==> src/hw/rtl/spb_pkg.sv <==
`timescale 1ns / 1ps
// Shared types and constants of the scalar parameter blend block.
// Used by the channel interfaces and by the top level; no dependencies.
package spb_pkg;

    // Field widths of the items and the running state.
    localparam int VAL_W      = 32;
    localparam int SUM_W      = 48;
    localparam int TIME_W     = 32;
    localparam int COUNT_BITS_DEF = 16;

    // Configuration port geometry.
    localparam int PDATA_W = 32;
    localparam int PADDR_W = 4;

    // One in unsigned Q16.16, and the width that holds it.
    localparam int ONE_W = 17;
    localparam logic [ONE_W-1:0] ONE_Q16 = 17'h10000;

    // Item commands.
    localparam logic CMD_SET  = 1'b0;
    localparam logic CMD_SYNC = 1'b1;

    // Blend modes: off, and the mode that seeds the frame sum with the default value.
    localparam logic [1:0] MODE_OFF          = 2'd0;
    localparam logic [1:0] MODE_SEED_DEFAULT = 2'd2;

    // Register indexes, taken from paddr[3:2].
    typedef enum logic [1:0] {
        REG_SMOOTH_ENABLE = 2'd0,
        REG_BLEND_MODE    = 2'd1,
        REG_DEFAULT_VALUE = 2'd2,
        REG_TIME_SCALE    = 2'd3
    } t_reg_idx;

endpackage

==> src/hw/rtl/spb_in_if.sv <==
`timescale 1ns / 1ps
// Input channel of the scalar parameter blend block: valid/ready and the item fields.
// Depends on spb_pkg for the field widths.
interface spb_in_if;
    import spb_pkg::*;

    logic                     valid;
    logic                     ready;
    logic                     cmd;
    logic signed [VAL_W-1:0]  set_value;
    logic                     force_req;
    logic [TIME_W-1:0]        frame_time;

    modport source (output valid, output cmd, output set_value, output force_req,
                    output frame_time, input ready);
    modport sink   (input valid, input cmd, input set_value, input force_req,
                    input frame_time, output ready);
endinterface

==> src/hw/rtl/spb_out_if.sv <==
`timescale 1ns / 1ps
// Output channel of the scalar parameter blend block: valid/ready and the result field.
// Depends on spb_pkg for the field width.
interface spb_out_if;
    import spb_pkg::*;

    logic                     valid;
    logic                     ready;
    logic signed [VAL_W-1:0]  current_value;

    modport source (output valid, output current_value, input ready);
    modport sink   (input valid, input current_value, output ready);
endinterface

==> src/hw/rtl/spb_div.sv <==
`timescale 1ns / 1ps
// Bit-serial restoring divider: signed dividend by unsigned nonzero divisor,
// quotient truncated toward zero. Standalone, no package dependency.
module spb_div #(
    parameter int D_W = 48,
    parameter int C_W = 16
) (
    input  logic                  i_clk,
    input  logic                  i_rst_n,
    input  logic                  i_start,
    input  logic signed [D_W-1:0] i_dividend,
    input  logic [C_W-1:0]        i_divisor,
    output logic                  o_busy,
    output logic signed [D_W-1:0] o_quot
);
    localparam int CNT_W = $clog2(D_W + 1);

    logic [D_W-1:0]   r_q, n_q;
    logic [C_W-1:0]   r_rem, n_rem;
    logic [C_W-1:0]   r_div, n_div;
    logic             r_neg, n_neg;
    logic [CNT_W-1:0] r_cnt, n_cnt;
    logic             r_busy, n_busy;
    logic [C_W:0]     w_sh;
    logic [C_W:0]     w_diff;
    logic             w_ge;

    // One quotient bit per cycle: shift in the next dividend bit, try a subtract.
    always_comb begin
        w_sh   = {r_rem, r_q[D_W-1]};
        w_diff = w_sh - {1'b0, r_div};
        w_ge   = (w_sh >= {1'b0, r_div});
    end

    always_comb begin
        n_q    = r_q;
        n_rem  = r_rem;
        n_div  = r_div;
        n_neg  = r_neg;
        n_cnt  = r_cnt;
        n_busy = r_busy;
        if (i_start) begin
            n_neg  = i_dividend[D_W-1];
            n_q    = i_dividend[D_W-1] ? D_W'(-i_dividend) : D_W'(i_dividend);
            n_rem  = '0;
            n_div  = i_divisor;
            n_cnt  = CNT_W'(D_W);
            n_busy = 1'b1;
        end else if (r_busy) begin
            n_q    = {r_q[D_W-2:0], w_ge};
            n_rem  = w_ge ? w_diff[C_W-1:0] : w_sh[C_W-1:0];
            n_cnt  = r_cnt - CNT_W'(1);
            n_busy = (r_cnt != CNT_W'(1));
        end
    end

    always_ff @(posedge i_clk) begin
        if (!i_rst_n) begin
            r_busy <= 1'b0;
            r_cnt  <= '0;
        end else begin
            r_busy <= n_busy;
            r_cnt  <= n_cnt;
        end
    end

    always_ff @(posedge i_clk) begin
        r_q   <= n_q;
        r_rem <= n_rem;
        r_div <= n_div;
        r_neg <= n_neg;
    end

    assign o_busy = r_busy;
    assign o_quot = r_neg ? D_W'(-r_q) : D_W'(r_q);

endmodule

==> src/hw/rtl/spb_mul.sv <==
`timescale 1ns / 1ps
// Bit-serial shift-add multiplier, unsigned, one multiplier bit per cycle.
// After n steps the product sits shifted left by B_W - n. No package dependency.
module spb_mul #(
    parameter  int A_W = 49,
    parameter  int B_W = 32,
    localparam int N_W = $clog2(B_W + 1),
    localparam int P_W = A_W + B_W + 1
) (
    input  logic           i_clk,
    input  logic           i_rst_n,
    input  logic           i_start,
    input  logic [A_W-1:0] i_a,
    input  logic [B_W-1:0] i_b,
    input  logic [N_W-1:0] i_nbits,
    output logic           o_busy,
    output logic [P_W-1:0] o_prod
);
    logic [A_W-1:0] r_a, n_a;
    logic [P_W-1:0] r_p, n_p;
    logic [N_W-1:0] r_cnt, n_cnt;
    logic           r_busy, n_busy;
    logic [A_W:0]   w_hi;

    // Upper part accumulates the multiplicand when the low bit is set.
    always_comb begin
        w_hi = r_p[P_W-1:B_W] + (r_p[0] ? {1'b0, r_a} : '0);
    end

    always_comb begin
        n_a    = r_a;
        n_p    = r_p;
        n_cnt  = r_cnt;
        n_busy = r_busy;
        if (i_start) begin
            n_a    = i_a;
            n_p    = {(A_W + 1)'(0), i_b};
            n_cnt  = i_nbits;
            n_busy = (i_nbits != '0);
        end else if (r_busy) begin
            n_p    = {1'b0, w_hi, r_p[B_W-1:1]};
            n_cnt  = r_cnt - N_W'(1);
            n_busy = (r_cnt != N_W'(1));
        end
    end

    always_ff @(posedge i_clk) begin
        if (!i_rst_n) begin
            r_busy <= 1'b0;
            r_cnt  <= '0;
        end else begin
            r_busy <= n_busy;
            r_cnt  <= n_cnt;
        end
    end

    always_ff @(posedge i_clk) begin
        r_a <= n_a;
        r_p <= n_p;
    end

    assign o_busy = r_busy;
    assign o_prod = r_p;

endmodule

==> src/hw/rtl/scalar_param_blend_core.sv <==
`timescale 1ns / 1ps
// Top level of the scalar parameter blend block: APB registers, item sequencer,
// state registers. Depends on spb_pkg, spb_in_if, spb_out_if, spb_div and spb_mul.
//
// Usage:
//   i_in carries set items (cmd 0) and end-of-frame sync items (cmd 1); o_out
//   returns one item per input item holding the parameter value it leaves behind.
//   Both use valid/ready; an item moves when valid and ready are high at a clock edge.
//   The APB port holds smooth_enable, blend_mode, default_value and time_scale at
//   byte addresses 0, 4, 8 and 12; write them only while the block is idle.
//   A set item, or a sync item while blending is off, shows up on o_out in the
//   cycle after it is accepted. A sync item while blending runs the 48-step
//   bit-serial divider (beside the 32-step frame_time * time_scale multiply),
//   a preparation state and a 17-step multiply for the blend step; the divider
//   is skipped when the frame count is zero.
//   Throughput is one item at a time; i_in.ready is high in the idle state when
//   the output register is empty or being emptied.
//   A result waits in the output register while o_out.ready is low; the block then
//   holds off further items that would need the register.
//   Reset (i_rst_n low, synchronous) clears the value, sum, count and registers,
//   and sets time_scale to 1.0.
module scalar_param_blend_core #(
    parameter int COUNT_BITS = spb_pkg::COUNT_BITS_DEF
) (
    input  logic                         i_clk,
    input  logic                         i_rst_n,
    spb_in_if.sink                       i_in,
    spb_out_if.source                    o_out,
    input  logic                         psel,
    input  logic                         penable,
    input  logic                         pwrite,
    input  logic [spb_pkg::PADDR_W-1:0]  paddr,
    input  logic [spb_pkg::PDATA_W-1:0]  pwdata,
    output logic [spb_pkg::PDATA_W-1:0]  prdata,
    output logic                         pready
);
    import spb_pkg::*;

    // Shared multiplier geometry: magnitude of a difference by a 32-bit operand.
    localparam int MAG_W   = SUM_W + 1;
    localparam int MUL_B_W = TIME_W;
    localparam int MUL_N_W = $clog2(MUL_B_W + 1);
    localparam int MUL_P_W = MAG_W + MUL_B_W + 1;
    localparam int STEP_W  = MAG_W + 1;
    // A ONE_W-step multiply leaves the product shifted left by MUL_B_W - ONE_W;
    // the blend step drops a further 16 fraction bits.
    localparam int STEP_LSB = MUL_B_W - ONE_W + 16;
    localparam int NEW_W    = STEP_W + 2;

    typedef enum logic [3:0] {
        ST_IDLE = 4'b0001,
        ST_DIV  = 4'b0010,
        ST_PREP = 4'b0100,
        ST_MUL  = 4'b1000
    } t_state;

    t_state r_state, n_state;

    // Configuration registers.
    logic                    r_smooth_en;
    logic [1:0]              r_blend_mode;
    logic signed [VAL_W-1:0] r_default;
    logic [TIME_W-1:0]       r_time_scale;

    // Parameter state.
    logic signed [VAL_W-1:0] r_pv, n_pv;
    logic signed [SUM_W-1:0] r_sum, n_sum;
    logic [COUNT_BITS-1:0]   r_count, n_count;

    // Sequencer working registers.
    logic                    r_do_div, n_do_div;
    logic [ONE_W-1:0]        r_t, n_t;
    logic                    r_dneg, n_dneg;

    // Output register.
    logic                    r_out_valid, n_out_valid;
    logic signed [VAL_W-1:0] r_out_value, n_out_value;

    logic                    w_cfg_wr;
    t_reg_idx                w_reg;
    logic                    w_blending;
    logic                    w_slot;
    logic                    w_accept;
    logic signed [SUM_W-1:0] w_seed;
    logic signed [SUM_W-1:0] w_base;
    logic [SUM_W:0]          w_add;
    logic signed [SUM_W-1:0] w_add_sat;
    logic [COUNT_BITS:0]     w_cnt_add;
    logic [COUNT_BITS:0]     w_cnt_inc;

    logic                    w_div_start;
    logic                    w_div_busy;
    logic signed [SUM_W-1:0] w_div_quot;

    logic                    w_mul_start;
    logic [MAG_W-1:0]        w_mul_a;
    logic [MUL_B_W-1:0]      w_mul_b;
    logic [MUL_N_W-1:0]      w_mul_n;
    logic                    w_mul_busy;
    logic [MUL_P_W-1:0]      w_mul_prod;

    logic [VAL_W-1:0]        w_tq;
    logic                    w_t_clamp;
    logic [MAG_W-1:0]        w_diff;
    logic [MAG_W-1:0]        w_mag;
    logic [STEP_W-1:0]       w_step;
    logic [NEW_W-1:0]        w_new;
    logic signed [VAL_W-1:0] w_new_sat;

    // ---------------- configuration port ----------------
    assign pready   = 1'b1;
    assign w_reg    = t_reg_idx'(paddr[3:2]);
    assign w_cfg_wr = psel && penable && pwrite;

    always_comb begin
        unique case (w_reg)
            REG_SMOOTH_ENABLE: prdata = PDATA_W'(r_smooth_en);
            REG_BLEND_MODE:    prdata = PDATA_W'(r_blend_mode);
            REG_DEFAULT_VALUE: prdata = PDATA_W'(r_default);
            REG_TIME_SCALE:    prdata = PDATA_W'(r_time_scale);
            default:           prdata = '0;
        endcase
    end

    always_ff @(posedge i_clk) begin
        if (!i_rst_n) begin
            r_smooth_en  <= 1'b0;
            r_blend_mode <= MODE_OFF;
            r_default    <= '0;
            r_time_scale <= TIME_W'(ONE_Q16);
        end else if (w_cfg_wr) begin
            unique case (w_reg)
                REG_SMOOTH_ENABLE: r_smooth_en  <= pwdata[0];
                REG_BLEND_MODE:    r_blend_mode <= pwdata[1:0];
                REG_DEFAULT_VALUE: r_default    <= VAL_W'(pwdata);
                REG_TIME_SCALE:    r_time_scale <= TIME_W'(pwdata);
                default:           r_smooth_en  <= r_smooth_en;
            endcase
        end
    end

    // ---------------- handshake ----------------
    assign w_blending = r_smooth_en && (r_blend_mode != MODE_OFF);
    assign w_slot     = !r_out_valid || o_out.ready;
    assign i_in.ready = (r_state == ST_IDLE) && w_slot;
    assign w_accept   = i_in.valid && i_in.ready;

    // ---------------- set item arithmetic ----------------
    // Seed the sum on the first sample of a frame, then add with 48-bit saturation.
    always_comb begin
        w_seed    = (r_blend_mode == MODE_SEED_DEFAULT) ? SUM_W'(r_default) : '0;
        w_base    = (r_count == '0) ? w_seed : r_sum;
        w_add     = {w_base[SUM_W-1], w_base} + (SUM_W + 1)'(i_in.set_value);
        if (w_add[SUM_W] != w_add[SUM_W-1]) begin
            w_add_sat = w_add[SUM_W] ? {1'b1, (SUM_W - 1)'(0)} : {1'b0, {(SUM_W - 1){1'b1}}};
        end else begin
            w_add_sat = w_add[SUM_W-1:0];
        end
        // A nonzero seed counts as one sample of its own.
        w_cnt_inc = ((r_count == '0) && (w_seed != '0)) ? (COUNT_BITS + 1)'(2)
                                                      : (COUNT_BITS + 1)'(1);
        w_cnt_add = {1'b0, r_count} + w_cnt_inc;
    end

    // ---------------- serial units ----------------
    assign w_div_start = w_accept && (i_in.cmd == CMD_SYNC) && w_blending && (r_count != '0);

    spb_div #(
        .D_W (SUM_W),
        .C_W (COUNT_BITS)
    ) u_div (
        .i_clk      (i_clk),
        .i_rst_n    (i_rst_n),
        .i_start    (w_div_start),
        .i_dividend (r_sum),
        .i_divisor  (r_count),
        .o_busy     (w_div_busy),
        .o_quot     (w_div_quot)
    );

    // The multiplier first forms frame_time * time_scale, then |target - value| * t.
    always_comb begin
        w_diff = {r_sum[SUM_W-1], r_sum} - MAG_W'(r_pv);
        w_mag  = w_diff[MAG_W-1] ? MAG_W'(-w_diff) : w_diff;
        if (r_state == ST_IDLE) begin
            w_mul_start = w_accept && (i_in.cmd == CMD_SYNC) && w_blending;
            w_mul_a     = MAG_W'(r_time_scale);
            w_mul_b     = i_in.frame_time;
            w_mul_n     = MUL_N_W'(MUL_B_W);
        end else begin
            w_mul_start = (r_state == ST_PREP);
            w_mul_a     = w_mag;
            w_mul_b     = MUL_B_W'(r_t);
            w_mul_n     = MUL_N_W'(ONE_W);
        end
    end

    spb_mul #(
        .A_W (MAG_W),
        .B_W (MUL_B_W)
    ) u_mul (
        .i_clk   (i_clk),
        .i_rst_n (i_rst_n),
        .i_start (w_mul_start),
        .i_a     (w_mul_a),
        .i_b     (w_mul_b),
        .i_nbits (w_mul_n),
        .o_busy  (w_mul_busy),
        .o_prod  (w_mul_prod)
    );

    // Blend factor: Q32.32 product truncated to Q16.16 and clamped to one.
    always_comb begin
        w_tq      = w_mul_prod[16 +: VAL_W];
        w_t_clamp = (|w_mul_prod[2*VAL_W-1:VAL_W+16]) || (w_tq > VAL_W'(ONE_Q16));
    end

    // New value: value plus the signed step, saturated to 32 bits.
    always_comb begin
        w_step = w_mul_prod[STEP_LSB +: STEP_W];
        w_new  = NEW_W'(r_pv) + (r_dneg ? NEW_W'(-{2'b00, w_step}) : {2'b00, w_step});
        if (w_new[NEW_W-1]) begin
            w_new_sat = (&w_new[NEW_W-2:VAL_W-1]) ? w_new[VAL_W-1:0]
                                                  : {1'b1, (VAL_W - 1)'(0)};
        end else begin
            w_new_sat = (|w_new[NEW_W-2:VAL_W-1]) ? {1'b0, {(VAL_W - 1){1'b1}}}
                                                  : w_new[VAL_W-1:0];
        end
    end

    // ---------------- sequencer ----------------
    always_comb begin
        n_state     = r_state;
        n_pv        = r_pv;
        n_sum       = r_sum;
        n_count     = r_count;
        n_do_div    = r_do_div;
        n_t         = r_t;
        n_dneg      = r_dneg;
        n_out_valid = r_out_valid && !o_out.ready;
        n_out_value = r_out_value;
        unique case (r_state)
            ST_IDLE: begin
                if (w_accept) begin
                    n_out_valid = 1'b1;
                    if (i_in.cmd == CMD_SET) begin
                        if (w_blending && !i_in.force_req) begin
                            n_sum   = w_add_sat;
                            n_count = w_cnt_add[COUNT_BITS] ? '1 : w_cnt_add[COUNT_BITS-1:0];
                        end else if (w_blending) begin
                            n_pv    = i_in.set_value;
                            n_sum   = SUM_W'(i_in.set_value);
                            n_count = '0;
                        end else begin
                            n_pv    = i_in.set_value;
                        end
                        n_out_value = n_pv;
                    end else if (w_blending) begin
                        // Sync while blending: result comes at the end of the run.
                        n_out_valid = r_out_valid && !o_out.ready;
                        n_do_div    = (r_count != '0);
                        n_state     = ST_DIV;
                    end else begin
                        n_out_value = r_pv;
                    end
                end
            end
            ST_DIV: begin
                if (!w_div_busy && !w_mul_busy) begin
                    if (r_do_div) begin
                        n_sum   = w_div_quot;
                        n_count = '0;
                    end
                    n_t     = w_t_clamp ? ONE_Q16 : w_tq[ONE_W-1:0];
                    n_state = ST_PREP;
                end
            end
            ST_PREP: begin
                n_dneg  = w_diff[MAG_W-1];
                n_state = ST_MUL;
            end
            ST_MUL: begin
                if (!w_mul_busy && w_slot) begin
                    n_pv        = w_new_sat;
                    n_out_valid = 1'b1;
                    n_out_value = w_new_sat;
                    n_state     = ST_IDLE;
                end
            end
            default: begin
                n_state = ST_IDLE;
            end
        endcase
    end

    always_ff @(posedge i_clk) begin
        if (!i_rst_n) begin
            r_state     <= ST_IDLE;
            r_pv        <= '0;
            r_sum       <= '0;
            r_count     <= '0;
            r_out_valid <= 1'b0;
            r_do_div    <= 1'b0;
        end else begin
            r_state     <= n_state;
            r_pv        <= n_pv;
            r_sum       <= n_sum;
            r_count     <= n_count;
            r_out_valid <= n_out_valid;
            r_do_div    <= n_do_div;
        end
    end

    always_ff @(posedge i_clk) begin
        r_t         <= n_t;
        r_dneg      <= n_dneg;
        r_out_value <= n_out_value;
    end

    assign o_out.valid         = r_out_valid;
    assign o_out.current_value = r_out_value;

endmodule
==> src/flat_wrapper.sv <==
// flat-port wrapper written by rule: the top's interface ports become plain ports
module scalar_param_blend_core_flat import spb_pkg::*;
#(
    parameter int COUNT_BITS = spb_pkg::COUNT_BITS_DEF
)
  (i_clk, i_rst_n, psel, penable, pwrite, paddr, pwdata, prdata, pready, i_in_valid, i_in_cmd, i_in_set_value, i_in_force_req, i_in_frame_time, i_in_ready, o_out_valid, o_out_current_value, o_out_ready);
  spb_in_if i_in_i ();
  spb_out_if o_out_i ();
  input  logic i_clk;
  input  logic i_rst_n;
  input  logic psel;
  input  logic penable;
  input  logic pwrite;
  input  logic [spb_pkg::PADDR_W-1:0] paddr;
  input  logic [spb_pkg::PDATA_W-1:0] pwdata;
  output logic [spb_pkg::PDATA_W-1:0] prdata;
  output logic pready;
  input wire logic [$bits(i_in_i.valid)-1:0] i_in_valid;
  input wire logic [$bits(i_in_i.cmd)-1:0] i_in_cmd;
  input wire logic [$bits(i_in_i.set_value)-1:0] i_in_set_value;
  input wire logic [$bits(i_in_i.force_req)-1:0] i_in_force_req;
  input wire logic [$bits(i_in_i.frame_time)-1:0] i_in_frame_time;
  output wire logic [$bits(i_in_i.ready)-1:0] i_in_ready;
  output wire logic [$bits(o_out_i.valid)-1:0] o_out_valid;
  output wire logic [$bits(o_out_i.current_value)-1:0] o_out_current_value;
  input wire logic [$bits(o_out_i.ready)-1:0] o_out_ready;
  assign i_in_i.valid = i_in_valid;
  assign i_in_i.cmd = i_in_cmd;
  assign i_in_i.set_value = i_in_set_value;
  assign i_in_i.force_req = i_in_force_req;
  assign i_in_i.frame_time = i_in_frame_time;
  assign i_in_ready = i_in_i.ready;
  assign o_out_valid = o_out_i.valid;
  assign o_out_current_value = o_out_i.current_value;
  assign o_out_i.ready = o_out_ready;
  scalar_param_blend_core #(.COUNT_BITS(COUNT_BITS)) u_core (.i_clk(i_clk), .i_rst_n(i_rst_n), .i_in(i_in_i), .o_out(o_out_i), .psel(psel), .penable(penable), .pwrite(pwrite), .paddr(paddr), .pwdata(pwdata), .prdata(prdata), .pready(pready));
endmodule
==> config.mk <==
export PLATFORM = sky130hd
export DESIGN_NAME = scalar_param_blend_core_flat
export DESIGN_NICKNAME = d
export VERILOG_FILES = /design/src/hw/rtl/spb_pkg.sv /design/src/hw/rtl/spb_in_if.sv /design/src/hw/rtl/spb_out_if.sv /design/src/hw/rtl/spb_div.sv /design/src/hw/rtl/spb_mul.sv /design/src/hw/rtl/scalar_param_blend_core.sv /design/src/flat_wrapper.sv
export SDC_FILE = /design/constraint.sdc
export NUM_CORES = 2
export LEC_CHECK = 0
export BUFFER_PORTS_ARGS = -buffer_cell sky130_fd_sc_hd__buf_2
export CORE_MARGIN = 2
export CORE_UTILIZATION = 50
export CTS_BUF_LIST = sky130_fd_sc_hd__clkbuf_16
export CTS_CLUSTER_DIAMETER = 120
export CTS_CLUSTER_SIZE = 10
export DETAILED_ROUTE_END_ITERATION = 6
export PLACE_DENSITY_LB_ADDON = 0.15
export SYNTH_ARGS = -nofsm -noshare
export SYNTH_HDL_FRONTEND = slang
export SYNTH_HIERARCHICAL = 1
export SYNTH_SLANG_ARGS = --single-unit
==> constraint.sdc <==
create_clock -name i_clk -period 6 [get_ports i_clk]
set_input_delay 0 -clock i_clk [delete_from_list [all_inputs] [get_ports i_clk]]
set_output_delay 0 -clock i_clk [all_outputs]
set_load 0.005 [all_outputs]
======== Yosys cells after proc, flatten, opt, wreduce, memory -nomap -nowiden ========
Cells that the tools add are included.
storage, ports and cells
  register bits after elaboration ......... 444
  output and inout bits ................... 67
  word-level logic and storage cells ...... 174
cells by class
  $add $sub $neg .......................... 12
  order comparisons ....................... 2
  eq/ne operators ......................... 20
  multiplexer cells ....................... 66
  bitwise gates (word level) .............. 2
  reduce and logical (&&, ||, !) cells .... 45
operator list
  cell                                                                               number
  48-bit 2-to-1 mux                                                                  15
  32-bit 2-to-1 mux                                                                  14
  16-bit 2-to-1 mux                                                                  8
  32-bit one-hot mux with 2 select lines                                             2
  32-bit one-hot mux with 4 select lines                                             1
  48-bit negation                                                                    2
  48-bit one-hot mux with 2 select lines                                             1
  52-bit adder                                                                       1
  52-bit 2-to-1 mux                                                                  1
  50-bit negation with 52-bit output                                                 1
  49-bit by 49-bit adder with 50-bit output                                          1
  48-bit by 32-bit adder with 49-bit output                                          1
  49-bit 2-to-1 mux                                                                  1
  49-bit negation                                                                    1
  48-bit by 32-bit subtractor with 49-bit output                                     1
  48-bit nonzero test                                                                1
  32-bit by 17-bit greater-than comparator with 1-bit output, second input constant  1
  16-bit one-hot mux with 2 select lines                                             1
  6-bit 2-to-1 mux                                                                   5
  4-bit 2-to-1 mux                                                                   5
  20-bit AND reduction                                                               1
  20-bit OR reduction                                                                1
  16-bit by 17-bit adder with 17-bit output                                          1
  17-bit by 16-bit greater-or-equal comparator with 1-bit output                     1
  other kinds (33)                                                                   79

======== Depth between registers and ports, before layout ========
  word-level depth ........................ 11
  mapped depth ............................ 25
  gate-level depth less buffers ........... 23

======== Modules after synthesis ========
Netlist, hierarchy kept.
by module, submodules not included
  module                   instances  cells an instance  area each (µm²)
  scalar_param_blend_core  1          3267               23249.8
  spb_mul                  1          794                8007.7
  spb_div                  1          727                6454.9

======== Worst setup path after synthesis ========
OpenSTA, ideal clock, no wires.
  path kind ............................... register -> register
  start ................................... register u_core.u_mul.r_p[37] (netlist: u_core/u_mul/o_prod[37])
  end ..................................... register u_core.r_out_value[14] (netlist: u_core/o_out.current_value[14]) (data pin)
  arrival ................................. 6182 ps
  slack ................................... -334 ps
  cell stages (with the launch flop) ...... 25
  period minus slack after synthesis ...... 6334 ps
  cells stage by stage .................... dfxtp_1 > or4_1 > or3_1 > or3_1 > or3_1 > or3_1 > clkbuf_1 > nor2_1 > nand2_1 > o31ai_1 > xnor2_1 > ha_1 > and4_1 > a32o_1 > a311o_1 > or4b_1 > a21oi_1 > nor2_1 > a221oi_2 > xnor2_1 > nand4_1 > o31ai_2 > clkbuf_1 > o21ai_1 > o21ai_0
between the ends
  cells in the longest elaborated chain, start to end .. 8
  elaborated cells between the ends (all ways) .. 10
  classes of those cells .................. 2 x add/sub; 6 x mux; 2 x reduce/logical
ends and longest elaborated chain
  item                                                         line                                                            RTL
  start: declaration                                           spb_mul.sv:20                                                   logic [P_W-1:0] r_p, n_p;
  start signal: assignment                                     spb_mul.sv:59                                                   r_p <= n_p;
  50-bit negation with 52-bit output                           scalar_param_blend_core.sv:221                                  w_new = NEW_W'(r_pv) + (r_dneg ? NEW_W'(-{2'b00, w_step}) : {2'b00, w_step});
  52-bit 2-to-1 mux (*)                                        scalar_param_blend_core.sv:221
  52-bit adder (*)                                             scalar_param_blend_core.sv:221
  20-bit OR reduction or 20-bit AND reduction (tied branches)  scalar_param_blend_core.sv:226, scalar_param_blend_core.sv:223
  32-bit 2-to-1 mux (on tied branches)                         scalar_param_blend_core.sv:226, scalar_param_blend_core.sv:223
  32-bit 2-to-1 mux (*)                                        scalar_param_blend_core.sv:222                                  if (w_new[NEW_W-1]) begin
  32-bit 2-to-1 mux (*)                                        scalar_param_blend_core.sv:283                                  if (!w_mul_busy && w_slot) begin
  32-bit one-hot mux with 2 select lines (*)                   scalar_param_blend_core.sv:242                                  unique case (r_state)
  named net u_core.n_out_value[14]                             scalar_param_blend_core.sv:77                                   logic signed [VAL_W-1:0] r_out_value, n_out_value;
  end signal: assignment                                       scalar_param_blend_core.sv:317                                  r_out_value <= n_out_value;
  end: declaration                                             scalar_param_blend_core.sv:77
Mark *: on every way through the listed nets, which the timed path passes. The rest lies on a longest branch. The select of a mux whose other input is x is not followed.
A chain may end at the register's enable or synchronous reset.

======== Worst setup path in the final report ========
  start ................................... register u_core.u_mul.r_p[36] (netlist: u_core/u_mul/o_prod[36])
  end ..................................... register u_core.r_out_value[25] (netlist: u_core/o_out.current_value[25]) (data pin)
Same word-level chain as after synthesis.

==> run metrics <==
status=finished, violations left; failing checks=negative setup slack; class of the worst hold path=primary input to flop; instance area at placement=~41000 µm²; per-cell routed wire length=about 24 µm; worst-skew pair later-pin latency=0.65 ns; Vias=39000; area delta synth->final=17.7%; data arrival time of the worst path=6.75 ns; TritonCTS clock tree=yes; transition time at the pin with the least slew margin=1.16 ns; number of global-route vias before repair=35600; Site Rows=100; final worst path period need=6.44 ns; endpoints failing setup=between 60 and 70; biggest fanout along the worst timing path=14; number of input and output port buffers inserted=approximately 170; RSZ-0062 raised after global routing=yes; type of the worst setup path=flop to flop; Die Y-Extent=279 µm; sort of element at the end of the critical path=flop; worst max-slew margin expressed relative to the limit=0.221; Pre-antenna DRT Iters=7; filler cell count in the final layout=6897; wire length of the first global-routing pass=223000 µm; worst slack on hold paths=0.0337 ns; Root Driver=sky130_fd_sc_hd__clkbuf_16; sink count of the clock tree=444; sequential standard cell area=roughly 11000 µm²; Final Hold Fails=0; final worst path period share=1.07; global-route usage over all layers=0.375; Peak supply drop=0.000220 V; Highest Clock Rate=155 MHz; largest net degree at the start of global routing=between 80 and 90; pre-CTS setup slack=-0.483 ns; ratio of routed vias to standard cells=6.28; NumNets Final=5544; final non-filler cell area=roughly 44000 µm²; final cell count without fillers=between 6000 and 7000; maximum level of the CTS H-tree=2; Ys Warns=6; number of I/O pins=approximately 180; leakage dissipation=18.7 nW; initial core utilization=0.506; routability congestion estimate=1.01; number of buffers on the longest clock path=3; startpoint types=flop; Post-Route Setup TNS=-21.75 ns; remaining number of nets flagged by the antenna check after routing=0; Final Core Density=0.595; total wirelength of the detailed-routed design=150000 µm; clk slew on worst S/H paths=0.06 ns; clock buffers created by TritonCTS=50; antenna violations before repair=5; setup ws final=-0.438 ns; total die area=77600 µm²; average size of a mapped cell=about 7.9 µm²; synthesized cell area=37700 µm²; Die Width=279 µm; residual DRC count=0; area used by multi-input combinational logic=~26000 µm²; number of instances in the synthesized netlist=4786; cell count after placement=~6000; power consumption=8.41 mW; number of DRC violations after detailed-routing iteration 0=4565; max-slew violation count=0; critical path data required time=6.32 ns; maximum capacitance violations=0; Core Footprint=about 75000 µm²; total power divided by cell area=approximately 190 nW/µm²; fraction of final layout cells with drive strength greater than 1=0.150; total global routing overflow=0; Layout Skew=0.0551 ns; HPWL after DPL=116000 µm
-- flip-flops by register name (all words and copies together) (netlist names), 4 cells and up --
signal	flops
u_core/r_state	4
u_core/u_div/r_q	48
u_core/r_default	32
u_core/r_count	16
u_core/r_time_scale	32
u_core/u_div/r_rem	16
u_core/u_mul/o_prod	81
u_core/u_div/r_div	16
u_core/u_div/r_cnt	6
u_core/r_pv	32
u_core/o_out.current_value	32
u_core/u_mul/r_cnt	6
u_core/r_t	17
u_core/u_mul/r_a	49
u_core/r_sum	48
-- what timing repair did --
| item | 4_1_cts | 5_1_grt |
|---|---|---|
| setup buffers | 7 | 3 |
| hold buffers | 104 | 0 |
| resized for setup | 20 | 63 |
| hold endpoints to repair | 181 | 0 |
| gates cloned | 2 | 0 |
| endpoints found under the setup margin | 62 | 102 |
| pin swaps | 5 | 10 |
-- placed cells by master (no fill, tap or decap), drive strengths merged, types with 29 or more instances in the layout --
| cell | instances |
|---|---|
| nand2 | 646 |
| buf | 523 |
| a21oi | 461 |
| o21ai | 409 |
| nor2 | 374 |
| dfxtp | 248 |
| xnor2 | 238 |
| ha | 226 |
| edfxtp | 196 |
| inv | 154 |
| xor2 | 122 |
| nand3 | 106 |
| a21o | 105 |
| dlygate4sd3 | 104 |
| mux2i | 100 |
| and2 | 99 |
| nor3 | 83 |
| nand4 | 80 |
| a21boi | 76 |
| nor2b | 63 |
| o31ai | 62 |
| nor4 | 53 |
| clkbuf | 51 |
| o21a | 51 |
| a31oi | 48 |
| or3 | 44 |
| nand2b | 43 |
| mux2 | 36 |
| o21bai | 35 |
| a211oi | 34 |
| o211ai | 30 |
| and3 | 29 |
-- final timing paths --
check                                        startpoint  slack, ns  depth (start not counted)                             end
worst max-delay path            u_core/u_mul/o_prod[36]      -0.44                         24  u_core/o_out.current_value[25]
worst min-delay path                               psel       0.03                          6             u_core/r_default[0]
worst max register to register  u_core/u_mul/o_prod[36]      -0.44                         24  u_core/o_out.current_value[25]
worst min register to register  u_core/r_time_scale[28]       0.49                          2         u_core/r_time_scale[28]
-- critical path: stages (launching register included) --
cell and delay, ns:
sky130_fd_sc_hd__dfxtp_2 0.32, sky130_fd_sc_hd__or4_4 0.52, sky130_fd_sc_hd__or3_4 0.34, sky130_fd_sc_hd__or3_4 0.39, sky130_fd_sc_hd__or3_4 0.37, sky130_fd_sc_hd__or3_4 0.37
sky130_fd_sc_hd__nor2_4 0.13, sky130_fd_sc_hd__nand2_2 0.08, sky130_fd_sc_hd__o31ai_2 0.19, sky130_fd_sc_hd__xnor2_1 0.15, sky130_fd_sc_hd__ha_1 0.27, sky130_fd_sc_hd__and4_1 0.19
sky130_fd_sc_hd__a32o_1 0.20, sky130_fd_sc_hd__a311o_1 0.33, sky130_fd_sc_hd__or4b_1 0.53, sky130_fd_sc_hd__a21oi_2 0.16, sky130_fd_sc_hd__nor2_2 0.08, sky130_fd_sc_hd__a221oi_2 0.26
sky130_fd_sc_hd__xnor2_1 0.13, sky130_fd_sc_hd__nor4_2 0.26, sky130_fd_sc_hd__a31oi_4 0.16, sky130_fd_sc_hd__buf_12 0.18, sky130_fd_sc_hd__buf_12 0.15, sky130_fd_sc_hd__o21ai_1 0.17
sky130_fd_sc_hd__o21ai_0 0.14
-- routing by layer --
metal,share of wire,track usage,wire (µm),up-vias
li1,-,-,-,18200
met1,0.43,0.532,65300,18500
met3,0.11,0.0818,15900,271
met5,0.00016,0,24,-
met2,0.42,0.561,63500,1964
met4,0.036,0.126,5370,4
-- final cells by class --
| class | instances | share of cell area |
|---|---|---|
| Sequential cell | 444 | 0.245 |
| Tap cell | 969 | 0.0273 |
| Antenna cell | 3 | 0.000169 |
| Clock inverter | 34 | 0.00465 |
| Clock buffer | 51 | 0.0288 |
| Inverter | 124 | 0.0105 |
| Multi-Input combinational cell | 3956 | 0.578 |
| Timing Repair Buffer | 627 | 0.106 |
-- power breakdown --
part | internal [mW] | switching (mW)
Sequential | 3.22 | 0.106
Clock | 1.53 | 1.36
Combinational | 0.854 | 1.33
Total | 5.60 | 2.80
(Power assumes the default switching activity.)
